$ cat config.mk
export PLATFORM = sky130hd
export DESIGN_NAME = qslerp_queue
export DESIGN_NICKNAME = d
export VERILOG_FILES = /design/src/hdl/qslerp_pkg.sv /design/src/hdl/qslerp_queue.sv
export SDC_FILE = /design/constraint.sdc
export NUM_CORES = 1
export LEC_CHECK = 0
export ABC_AREA = 1
export BUFFER_PORTS_ARGS = -buffer_cell sky130_fd_sc_hd__buf_4
export CAP_MARGIN = 5
export CORE_ASPECT_RATIO = 2
export CORE_MARGIN = 5
export CORE_UTILIZATION = 40
export CTS_CLUSTER_SIZE = 14
export DETAILED_ROUTE_END_ITERATION = 16
export PLACE_DENSITY = 0.72
export SLEW_MARGIN = 20
export SYNTH_ARGS = -nofsm -noshare
export SYNTH_HDL_FRONTEND = slang
export SYNTH_SLANG_ARGS = --single-unit
$ cat constraint.sdc
create_clock -name aclk -period 26.4 [get_ports aclk]
set_input_delay 3.96 -clock aclk [delete_from_list [all_inputs] [get_ports aclk]]
set_output_delay 3.96 -clock aclk [all_outputs]
set_load 0.1 [all_outputs]
$ cat src/hdl/qslerp_pkg.sv
// shared types, constants and the arctangent table of the quaternion slerp block
package qslerp_pkg;

    // component format is signed Q2.14
    localparam int COMP_BITS    = 16;
    localparam int FRAC_BITS    = COMP_BITS - 2;
    localparam int BLEND_BITS   = 17;
    localparam int CORDIC_STEPS = 18;
    // products a*b are Q(2*FRAC_BITS); the dot product is kept in Q30
    localparam int DOT_LSHIFT   = 30 - 2 * FRAC_BITS;
    localparam int DOT_BITS     = 2 * COMP_BITS + DOT_LSHIFT + 2;

    localparam logic [BLEND_BITS-1:0] BLEND_ONE = BLEND_BITS'(65536);

    localparam longint ONE_Q30       = 64'sd1 << 30;
    localparam longint HALF_PI_Q30   = 64'sd1686629713;
    localparam longint PI_Q30        = 64'sd3373259426;
    localparam longint INV_GAIN_Q30  = 64'sd652032874;
    localparam longint SIN_FLOOR_Q30 = 64'sd1073742;
    // s < floor limit is the same as radicand < limit squared
    localparam logic [60:0] SIN_FLOOR_SQ = 61'(SIN_FLOOR_Q30 * SIN_FLOOR_Q30);

    localparam int QUEUE_DEPTH = 2;
    localparam int QPTR_BITS   = 1;

    typedef logic [1:0] path_t;
    localparam path_t PATH_COPY  = 2'd0;
    localparam path_t PATH_AVG   = 2'd1;
    localparam path_t PATH_BLEND = 2'd2;

    typedef logic signed [COMP_BITS-1:0] comp_t;
    typedef comp_t [3:0] quat_t;
    typedef logic [BLEND_BITS-1:0] blend_t;

    // one classified item between the front and the back
    typedef struct packed {
        quat_t              qa;
        quat_t              qb;
        blend_t             blend;
        path_t              path;
        logic signed [30:0] cos;
        logic [60:0]        rad;
    } entry_t;

    // atan(2^-k) in Q30, truncated
    function automatic logic [29:0] atan_q30(input logic [4:0] k);
        logic [29:0] v;
        unique case (k)
            5'd0:  v = 30'd843314856;
            5'd1:  v = 30'd497837829;
            5'd2:  v = 30'd263043836;
            5'd3:  v = 30'd133525158;
            5'd4:  v = 30'd67021686;
            5'd5:  v = 30'd33543515;
            5'd6:  v = 30'd16775850;
            5'd7:  v = 30'd8388437;
            5'd8:  v = 30'd4194282;
            5'd9:  v = 30'd2097149;
            5'd10: v = 30'd1048575;
            5'd11: v = 30'd524287;
            5'd12: v = 30'd262143;
            5'd13: v = 30'd131071;
            5'd14: v = 30'd65535;
            5'd15: v = 30'd32767;
            5'd16: v = 30'd16383;
            5'd17: v = 30'd8191;
            5'd18: v = 30'd4095;
            5'd19: v = 30'd2047;
            5'd20: v = 30'd1023;
            5'd21: v = 30'd511;
            5'd22: v = 30'd255;
            5'd23: v = 30'd127;
            5'd24: v = 30'd63;
            5'd25: v = 30'd31;
            5'd26: v = 30'd15;
            5'd27: v = 30'd7;
            5'd28: v = 30'd3;
            5'd29: v = 30'd1;
            default: v = 30'd0;
        endcase
        return v;
    endfunction

endpackage

$ cat src/hdl/qslerp_queue.sv
// short queue between the front and the back
module qslerp_queue (
    input  logic                aclk,
    input  logic                aresetn,
    input  logic                push_valid,
    output logic                push_ready,
    input  qslerp_pkg::entry_t  push_entry,
    output logic                pop_valid,
    input  logic                pop_ready,
    output qslerp_pkg::entry_t  pop_entry
);
    import qslerp_pkg::*;

    entry_t               slot_reg [0:QUEUE_DEPTH-1];
    logic [QPTR_BITS-1:0] wr_ptr_reg, wr_ptr_next;
    logic [QPTR_BITS-1:0] rd_ptr_reg, rd_ptr_next;
    logic [QPTR_BITS:0]   cnt_reg, cnt_next;
    logic                 push, pop;

    assign push_ready = (cnt_reg != (QPTR_BITS+1)'(QUEUE_DEPTH));
    assign pop_valid  = (cnt_reg != '0);
    assign push       = push_valid && push_ready;
    assign pop        = pop_valid && pop_ready;
    assign pop_entry  = slot_reg[rd_ptr_reg];

    always_comb begin
        wr_ptr_next = push ? wr_ptr_reg + 1'b1 : wr_ptr_reg;
        rd_ptr_next = pop ? rd_ptr_reg + 1'b1 : rd_ptr_reg;
        cnt_next    = cnt_reg + (QPTR_BITS+1)'(push) - (QPTR_BITS+1)'(pop);
    end

    always_ff @(posedge aclk) begin
        if (!aresetn) begin
            wr_ptr_reg <= '0;
            rd_ptr_reg <= '0;
            cnt_reg    <= '0;
        end else begin
            wr_ptr_reg <= wr_ptr_next;
            rd_ptr_reg <= rd_ptr_next;
            cnt_reg    <= cnt_next;
        end
    end

    always_ff @(posedge aclk) begin
        if (push) begin
            slot_reg[wr_ptr_reg] <= push_entry;
        end
    end

`ifndef SYNTH
    a_cnt_bound: assert property (@(posedge aclk) disable iff (!aresetn)
        cnt_reg <= (QPTR_BITS+1)'(QUEUE_DEPTH))
        else $error("queue occupancy above depth");
    a_ptr_gap: assert property (@(posedge aclk) disable iff (!aresetn)
        (wr_ptr_reg - rd_ptr_reg) == cnt_reg[QPTR_BITS-1:0])
        else $error("queue pointers disagree with occupancy");
    a_push_lands: assert property (@(posedge aclk) disable iff (!aresetn)
        (push && !pop && cnt_reg == '0) |=> pop_valid)
        else $error("pushed beat not visible");
`endif

endmodule

# == After elaboration in Yosys (flattened, before gate mapping) ==
# Memory sizes are Yosys's and may differ from the RTL's. A register that Yosys moved wholly into a read port is not among the register bits.
# Cells that the tools add are included.
# word_totals
ramBits,478
n_memories,1
register_bits,4
wordCells,16
# classes
reduce_logical,3
n_eq_ne,1
addsub,4
n_mux,4
# memory_table
name,words,width,read_ports,rd_ports_with_merged_regs,wr,line,rtl
slot_reg,2,239,1,1,1,qslerp_queue.sv:14,entry_t slot_reg [0:QUEUE_DEPTH-1];
# op_table
operator,count
1-bit 2-to-1 mux,4
1-bit adder (second input constant),2
2-bit by 1-bit adder with 2-bit output,1
1-bit logical AND,2
2-bit inequality test (second input constant),1
2-bit nonzero test,1
2-bit by 1-bit subtractor with 2-bit output,1

# == Longest topological paths before layout ==
# Gate-level depths: netlist of run 1.
# depth
ltp_word,4
depth_mapped,11

# == Least setup slack after synthesis of run 1 ==
# No wires, ideal clock.
# synth_timing
path_kind,input -> register
from,input push_valid
to,"memory slot_reg[1][0] (netlist bit), enable pin"
path_buffers,0
path_stages,2
setup_ns,0.846
slack_ns,11.428
arrival_time_ns,14.126
path_cell_list,nand2_1 -> nor2_1
# synth_via
elab_chain_len,3
# synth_rtl
item,line,rtl
from (decl),qslerp_queue.sv:5,"input logic push_valid,"
1-bit logical AND,qslerp_queue.sv:22,assign push = push_valid && push_ready;
1-bit 2-to-1 mux,qslerp_queue.sv:45,if (push) begin
1-bit 2-to-1 mux (not written as such),qslerp_queue.sv:46,slot_reg[wr_ptr_reg] <= push_entry;
to (decl),qslerp_queue.sv:14,
# No other way between the ends.

==> results of run 1 <==
## where the power goes
part           leakage [nW]  internal [W]  switching [W]
sequential             4.51      0.000974      0.0000360
combinational          4.06      0.000343        0.00106
clock                 0.607      0.000322       0.000251
## cells by family after synthesis
logic type	Yosys count	share of synthesized area [%]
flip-flops	483	78.7
adder cells (fa/ha/maj)	1	0.0681
buffers and inverters	34	1.97
AO/OA/AOI/OAI	1	0.0272
XOR/XNOR	1	0.0477
multiplexers	239	18.8
AND/OR/NAND/NOR	21	0.436
## worst max-delay path, delay by kind of cell (launching register included)
kind                   cells  cell delay [ns]
muxes                      1             0.36
DFF                        1             0.77
buffers and inverters      3             1.91
## metrics by stage
stage | hold WS, ns | area [µm²] | cells
2_1_floorplan | 0.467 | 18400 | 780
3_3_place_gp | 0.476 | 22500 | 1812
3_5_place_dp | 0.495 | 22500 | 1812
4_1_cts | 0.525 | 23700 | 1879
5_1_grt | 0.569 | 23800 | 1885
6_report | 0.519 | 23800 | 1886
## cell type report
class	instances	area (µm²)	share of cell area (%)
Timing Repair Buffer	495	3740	15.7
Sequential cell	483	14500	60.8
Inverter	7	26.3	0.111
Clock inverter	6	55.1	0.232
Tap cell	565	707	2.97
Clock buffer	61	1200	5.03
Multi-Input combinational cell	263	3570	15.0
Antenna cell	6	15.0	0.0632
## cells in the mapped netlist, drive strengths merged
master	instances	share of area [%]
a21oi	1	0.027
buf	27	1.8
dfxtp	5	0.54
edfxtp	478	78
ha	1	0.068
inv	7	0.14
mux2	239	19
nand2	11	0.22
nand3	1	0.027
nor2	9	0.18
xnor2	1	0.048
## worst paths after layout
kind,startpoint,to,slack [ns],depth (start not counted)
min,rd_ptr_reg,register,0.52,2
max,register,pop_entry[42],18.77,4
min reg2reg,rd_ptr_reg,register,0.52,2
max reg2reg,cnt_reg[0],slot_reg[0][55],23.65,6
## layer usage
| layer | GRT usage [%] | vias up |
|---|---|---|
| met5 | 0 | - |
| met4 | 6.99 | 6 |
| met3 | 4.85 | 82 |
| met2 | 30.1 | 365 |
| met1 | 15.5 | 4420 |
| li1 | - | 4103 |
==> metrics, run 1 <==
Antenna Nets Post-Route=0; Num CTS Buffers=42; DRC viols=0; CTS Hold Buffers Added=0; Clock Path Buffers=3; Arrival @ worst endpoint=3.67 ns; routability congestion estimate=0.774; Max Slew Vio Count=0; endpoints failing setup=0; total number of vias=8976; CTS H-tree depth=2; vias in the first global route=9888; slowest stage cell, crit path=buf_4; Hold WC Path Type=register to register; max_cap viols=0; most frequent cells in the layout=buf_4, edfxtp_1, mux2_4, clkbuf_16, mux2_2; per-cell routed wire length=22.2 µm; syn_area_per_cell=23.6 µm²; CTS tree=yes; GRT Total Usage=15.9%; outcome=finished, final reports clean; # nets final=1536; WP data required=22.44 ns; RSZ-0062 raised after global routing=no; total wire length=41900 µm; Synth warnings=0; routed vias/inst=4.76; final core utilization=52.0%; CTS resizes=0; share of layout cells above drive strength 1=59.8%; worst-path maximum fanout=61; Netlist Area Pre-Place=0.0184 mm²; DIE HEIGHT=313 µm; register area share after synthesis=78.7%; Tmin final=7.63 ns; DRT Pass-1 Iters=5; routed wl met3=3320 µm; Synth cell types=14; root buf cell=clkbuf_16; P per Cell Area=125 mW/mm²; Met2 Wirelength=23300 µm; most common cell after layout, fill and taps aside=buf_4; Skew-Pair Late Insertion Delay=0.54 ns; pin count of the biggest net entering global routing=78; initial antenna violation count=9; DP HPWL=30600 µm; Worst-path clk slew=0.06 ns; top layer in use=met5; synthesized flop and latch total=483; critical path class=register to output pin; die area=0.0506 mm²; clock tree sinks=483; met1 wire length=13600 µm; Pleak=9.18 nW; Chip Width=162 µm; critical path startpoint category=register; number of cell rows=111; Top cell by count, worst path=buf_4; PortBufs=483; number of fill cells=3651; Final Hold Fails=0; Worst-Margin Slew=1.13 ns; max reg flops=478; Ports=484; Area growth syn-to-layout=29.3%; Core Region=0.0457 mm²; Rel. slew slack=24.7%; CP Capture Type=output pin; final setup skew=0.0176 ns; syn_nets=1024; GRT overflow=0; post-place setup slack=19.16 ns; slowest cell delay on critical path=0.84 ns; setup ws final=18.77 ns; maximum VDD drop=0.0891 mV; setup TNS=0 ns; Post-Synthesis Cells=780; initial drt markers=383; Post-CTS Setup Bufs=0; f_max=131 MHz; initial core utilization=40.2%; first-pass GRT wire length=60500 µm; CP Cell Sequence=buf_4, buf_4, mux2_4, buf_4; total power=0.00298 W; final worst-path cycle share=28.9%
Note: power is estimated with default switching activity, not from simulation.
==> run 2, diff against run 1 <==
- clock period: 26.4 -> 7.8 ns (I/O delays scaled with it)
==> metrics, run 2 (synthesis results as in run 1) <==
Final Hold Fails=0 (unchanged); Clock Path Buffers=3 (unchanged); total power=0.0101 W (was 0.00298 W); CTS tree=yes (unchanged); CTS resizes=0 (unchanged); DIE HEIGHT=313 µm (unchanged); Tmin final=3.82 ns; P per Cell Area=425 mW/mm² (was 125 mW/mm²); outcome=finished, final reports clean (unchanged); final worst-path cycle share=49.0%; slowest stage cell, crit path=buf_4 (unchanged); placed cell area=0.0225 mm² (about the same); worst-path maximum fanout=55 (was 61); WP data required=6.63 ns (was 22.44 ns); routed wl met3=3680 µm (was 3320 µm); post-route cell area=0.0238 mm² (about the same); initial antenna violation count=11 (was 9); DP HPWL=28900 µm (was 30600 µm); CTS Hold Buffers Added=0 (unchanged); Worst-path clk slew=0.06 ns (about the same); clock tree sinks=483 (unchanged); post-place setup slack=3.97 ns (was 19.16 ns); RSZ-0062 raised after global routing=no (unchanged); met1 wire length=13100 µm (was 13600 µm); Max Slew Vio Count=0 (unchanged); max reg flops=478 (unchanged); CP Cell Sequence=buf_4, mux2_4, buf_4 (was buf_4, buf_4, mux2_4, buf_4); Area growth syn-to-layout=29.3% (about the same); Antenna Nets Post-Route=0 (unchanged); Ports=484 (unchanged); Skew-Pair Late Insertion Delay=0.55 ns (was 0.54 ns); total number of vias=8928 (was 8976); PortBufs=483 (unchanged); Core Region=0.0457 mm² (unchanged); Met2 Wirelength=22500 µm (was 23300 µm); initial core utilization=40.2% (unchanged); per-cell routed wire length=21.7 µm (was 22.2 µm); number of fill cells=3644 (was 3651); # nets final=1532 (was 1536); Pleak=9.16 nW (was 9.18 nW); CP Capture Type=output pin (unchanged); setup ws final=3.98 ns (was 18.77 ns); endpoints failing setup=0 (unchanged); Arrival @ worst endpoint=2.65 ns (was 3.67 ns); Rel. slew slack=27.5% (was 24.7%); DRT Pass-1 Iters=4 (was 5); DRC viols=0 (unchanged); maximum VDD drop=0.262 mV (was 0.0891 mV); Worst-Margin Slew=1.09 ns (was 1.13 ns); Hold WC Path Type=register to register (unchanged); critical path startpoint category=register (unchanged); initial drt markers=371 (was 383); die area=0.0506 mm² (unchanged); slowest cell delay on critical path=0.83 ns (was 0.84 ns); vias in the first global route=9720 (was 9888); final core utilization=52.0% (about the same); total wire length=40900 µm (was 41900 µm); most common cell after layout, fill and taps aside=buf_4 (unchanged); most frequent cells in the layout=buf_4, edfxtp_1, mux2_4, clkbuf_16, mux2_2 (unchanged); GRT overflow=0 (unchanged); Num CTS Buffers=43 (was 42); root buf cell=clkbuf_16 (unchanged); routed vias/inst=4.73 (was 4.76); Post-CTS Setup Bufs=0 (unchanged); critical path class=register to output pin (unchanged); Top Family by Delay on Critical Path=buffers and inverters (unchanged); Chip Width=162 µm (unchanged); top layer in use=met5 (unchanged); pin count of the biggest net entering global routing=169 (was 78); share of layout cells above drive strength 1=59.4% (was 59.8%); number of cell rows=111 (unchanged); final setup skew=0.0209 ns (was 0.0176 ns); routability congestion estimate=0.782 (was 0.774); CP Buf/Inv Count=2 (was 3); max_cap viols=0 (unchanged); Top cell by count, worst path=buf_4 (unchanged); GRT Total Usage=15.6% (was 15.9%); CTS H-tree depth=2 (unchanged); first-pass GRT wire length=59200 µm (was 60500 µm); f_max=262 MHz
[run 2: changes by cell type in the layout (fill, tap and decap cells not counted), sizes merged]
cell,previous run,this run
diode,6,7
inv,8,7
clkbuf,61,55
buf,495,490
clkinv,4,15
[run 2: per-layer routing]
metal / global-route usage, % / vias up
met3: 5.79 / 86
met2: 29.2 / 377
li1: - / 4097
met1: 14.9 / 4360
met4: 6.85 / 8
met5: 0 / -
[run 2: worst register-to-register path, stage by stage (launching register included)]
cell     delay, ns
dfxtp_1       0.37
inv_1         0.06
nand2_1       0.09
nand2_1       0.23
nor2_4        0.18
buf_12        0.59
buf_4         1.17
[run 2: final timing paths]
check,startpoint,to,slack [ns],depth (start not counted)
worst max-delay path,register,pop_entry[150],3.98,3
worst max register to register,cnt_reg[0],slot_reg[0][87],4.67,6
worst min-delay path,rd_ptr_reg,register,0.51,2
worst min register to register,rd_ptr_reg,register,0.51,2
[run 2: cell type report]
| cell class | instances | area, µm² | share of cell area [%] |
|---|---|---|---|
| Antenna cell | 7 | 17.5 | 0.0738 |
| Clock inverter | 16 | 92.6 | 0.390 |
| Tap cell | 565 | 707 | 2.98 |
| Timing Repair Buffer | 490 | 3720 | 15.6 |
| Inverter | 7 | 26.3 | 0.111 |
| Multi-Input combinational cell | 263 | 3570 | 15.0 |
| Clock buffer | 55 | 1160 | 4.90 |
| Sequential cell | 483 | 14500 | 60.9 |
[run 2: through the flow]
stage | setup TNS [ns] | hold slack [ns] | cells
final | 0 | 0.507 | 1886
after CTS | 0 | 0.509 | 1879
after global placement | 0 | 0.501 | 1808
after global routing | 0 | 0.554 | 1882
after floorplan | -162.36 | 0.467 | 780
after detailed placement | 0 | 0.493 | 1808
[run 2: report_power, final]
part	total (W)	leakage (nW)	switching, W	internal, W
Clock	0.00194	0.609	0.000860	0.00108
Combinational	0.00476	4.04	0.00359	0.00117
Sequential	0.00340	4.51	0.000103	0.00330
==> run 3, diff against run 2 <==
- PLACE_DENSITY: 0.72 -> 0.75
- clock period: 7.8 -> 3.2 ns (I/O delays scaled with it)
==> metrics, run 3 (synthesis results as in run 1) <==
initial drt markers=393 (was 371); # nets final=1555 (was 1532); Chip Width=162 µm (unchanged); critical path class=register to output pin (unchanged); WP data required=2.72 ns (was 6.63 ns); Clock Path Buffers=3 (unchanged); endpoints failing setup=0 (unchanged); share of layout cells above drive strength 1=60.6% (was 59.4%); CTS tree=yes (unchanged); Hold EP=slot_reg[0][96]; Pleak=9.31 nW (was 9.16 nW); most frequent cells in the layout=buf_4, edfxtp_1, mux2_4, clkbuf_16, mux2_2 (unchanged); Worst-path clk slew=0.06 ns (about the same); Worst-Margin Slew=0.887 ns (was 1.09 ns); number of cell rows=111 (unchanged); CTS resizes=0 (unchanged); root buf cell=clkbuf_16 (unchanged); routability congestion estimate=0.818 (was 0.782); DP HPWL=29800 µm (was 28900 µm); most common cell after layout, fill and taps aside=buf_4 (unchanged); final worst-path cycle share=85.8%; DRT Pass-1 Iters=4 (unchanged); PortBufs=483 (unchanged); Max Slew Vio Count=0 (unchanged); Core Region=0.0457 mm² (unchanged); final setup skew=0.0111 ns (was 0.0209 ns); vias in the first global route=9939 (was 9720); area occupied by multi-input gates=0.00360 mm² (was 0.00357 mm²); maximum VDD drop=0.860 mV (was 0.262 mV); DRC viols=0 (unchanged); R2R depth=5 (was 6); per-cell routed wire length=21.6 µm (was 21.7 µm); RSZ-0062 raised after global routing=no (unchanged); Area growth syn-to-layout=31.1% (was 29.3%); setup TNS=0 ns (unchanged); clock tree sinks=483 (unchanged); CTS H-tree depth=2 (unchanged); routed vias/inst=4.75 (was 4.73); initial core utilization=40.2% (unchanged); f_max=364 MHz; Skew-Pair Late Insertion Delay=0.54 ns (was 0.55 ns); CTS Hold Buffers Added=0 (unchanged); Num CTS Buffers=43 (unchanged); Post-CTS Setup Bufs=0 (unchanged); FF-to-FF Start=cnt_reg[0] (unchanged); max reg flops=478 (unchanged); GRT overflow=0 (unchanged); hold wc startpoint=push_entry[96] (was rd_ptr_reg); r2r setup slk=1.28 ns (was 4.67 ns); Reg-to-Reg End=slot_reg[1][95] (was slot_reg[0][87]); FF+latch area=0.0145 mm² (about the same); initial antenna violation count=8 (was 11); worst-path maximum fanout=25 (was 55); GRT Total Usage=15.7% (was 15.6%); hold depth=1 (was 2); first-pass GRT wire length=60300 µm (was 59200 µm); CP Capture Type=output pin (unchanged); total power=0.0247 W (was 0.0101 W); total wire length=41100 µm (was 40900 µm); die area=0.0506 mm² (unchanged); Ports=484 (unchanged); Antenna Nets Post-Route=0 (unchanged); Final Hold Fails=0 (unchanged); P per Cell Area=1030 mW/mm² (was 425 mW/mm²); total number of vias=9037 (was 8928); Arrival @ worst endpoint=2.26 ns (was 2.65 ns); Hold WC Path Type=primary input to register (was register to register); pin count of the biggest net entering global routing=94 (was 169); Tmin final=2.74 ns; critical path startpoint category=register (unchanged); Rel. slew slack=40.7% (was 27.5%); outcome=finished, final reports clean (unchanged); number of fill cells=3555 (was 3644); max_cap viols=0 (unchanged); DIE HEIGHT=313 µm (unchanged)
run 3: cell types whose count changed in the layout (fill, tap and decap cells not counted), moves of 2 or more:
cell      change
nand2_1       -2
clkbuf_1      +2
diode_2       -2
clkinv_1      -7
buf_12       +12
buf_4        +11
nand2_8       +2
run 3: through the flow:
stage               utilization (%)  cell area (µm²)  cells  hold slack [ns]  setup WS (ns)
finish                         52.7            24100   1904            0.121          0.455
global route                   52.7            24100   1901           0.0811          0.350
CTS                            52.7            24100   1899           0.0639          0.393
detailed placement             50.0            22800   1831            0.488          0.997
global placement               50.0            22800   1831            0.479           1.03
floorplan                         -            18400    780            0.467          -1.44
run 3: worst max path at each step:
stage | from | endpoint | slack, ns | cells after the start
after floorplan | cnt_reg[0] | slot_reg[1][0] | -1.44 | 4
after global placement | register | pop_entry[8] | 1.03 | 3
after detailed placement | register | pop_entry[12] | 1.0 | 3
after CTS | register | pop_entry[10] | 0.39 | 3
after global routing | register | pop_entry[12] | 0.35 | 3
final | register | pop_entry[10] | 0.46 | 3
run 3: layer usage:
metal	vias to the layer above	GRT usage, %	share of wire (%)
met5	-	0	0.068
met4	6	7.61	4.5
met3	86	4.89	8.3
met2	375	28.8	54
met1	4427	15.9	33
li1	4143	-	-
run 3: where the power goes:
group          switching (W)  total, W  internal, W
sequential          0.000264   0.00828      0.00802
clock                0.00212   0.00468      0.00256
combinational        0.00881    0.0118      0.00298
total                 0.0112    0.0247       0.0136
run 3: area by class of cell:
class | instances | share of cell area (%)
Antenna cell | 5 | 0.0520
Timing Repair Buffer | 513 | 16.8
Sequential cell | 483 | 60.1
Inverter | 7 | 0.109
Clock inverter | 11 | 0.249
Tap cell | 565 | 2.94
Clock buffer | 57 | 4.86
Multi-Input combinational cell | 263 | 15.0
run 3: worst max-delay path, cell delays in order (launching register included):
cell and delay (ns):
dfxtp_4 0.61, buf_4 0.47, mux2_2 0.40, buf_4 0.23
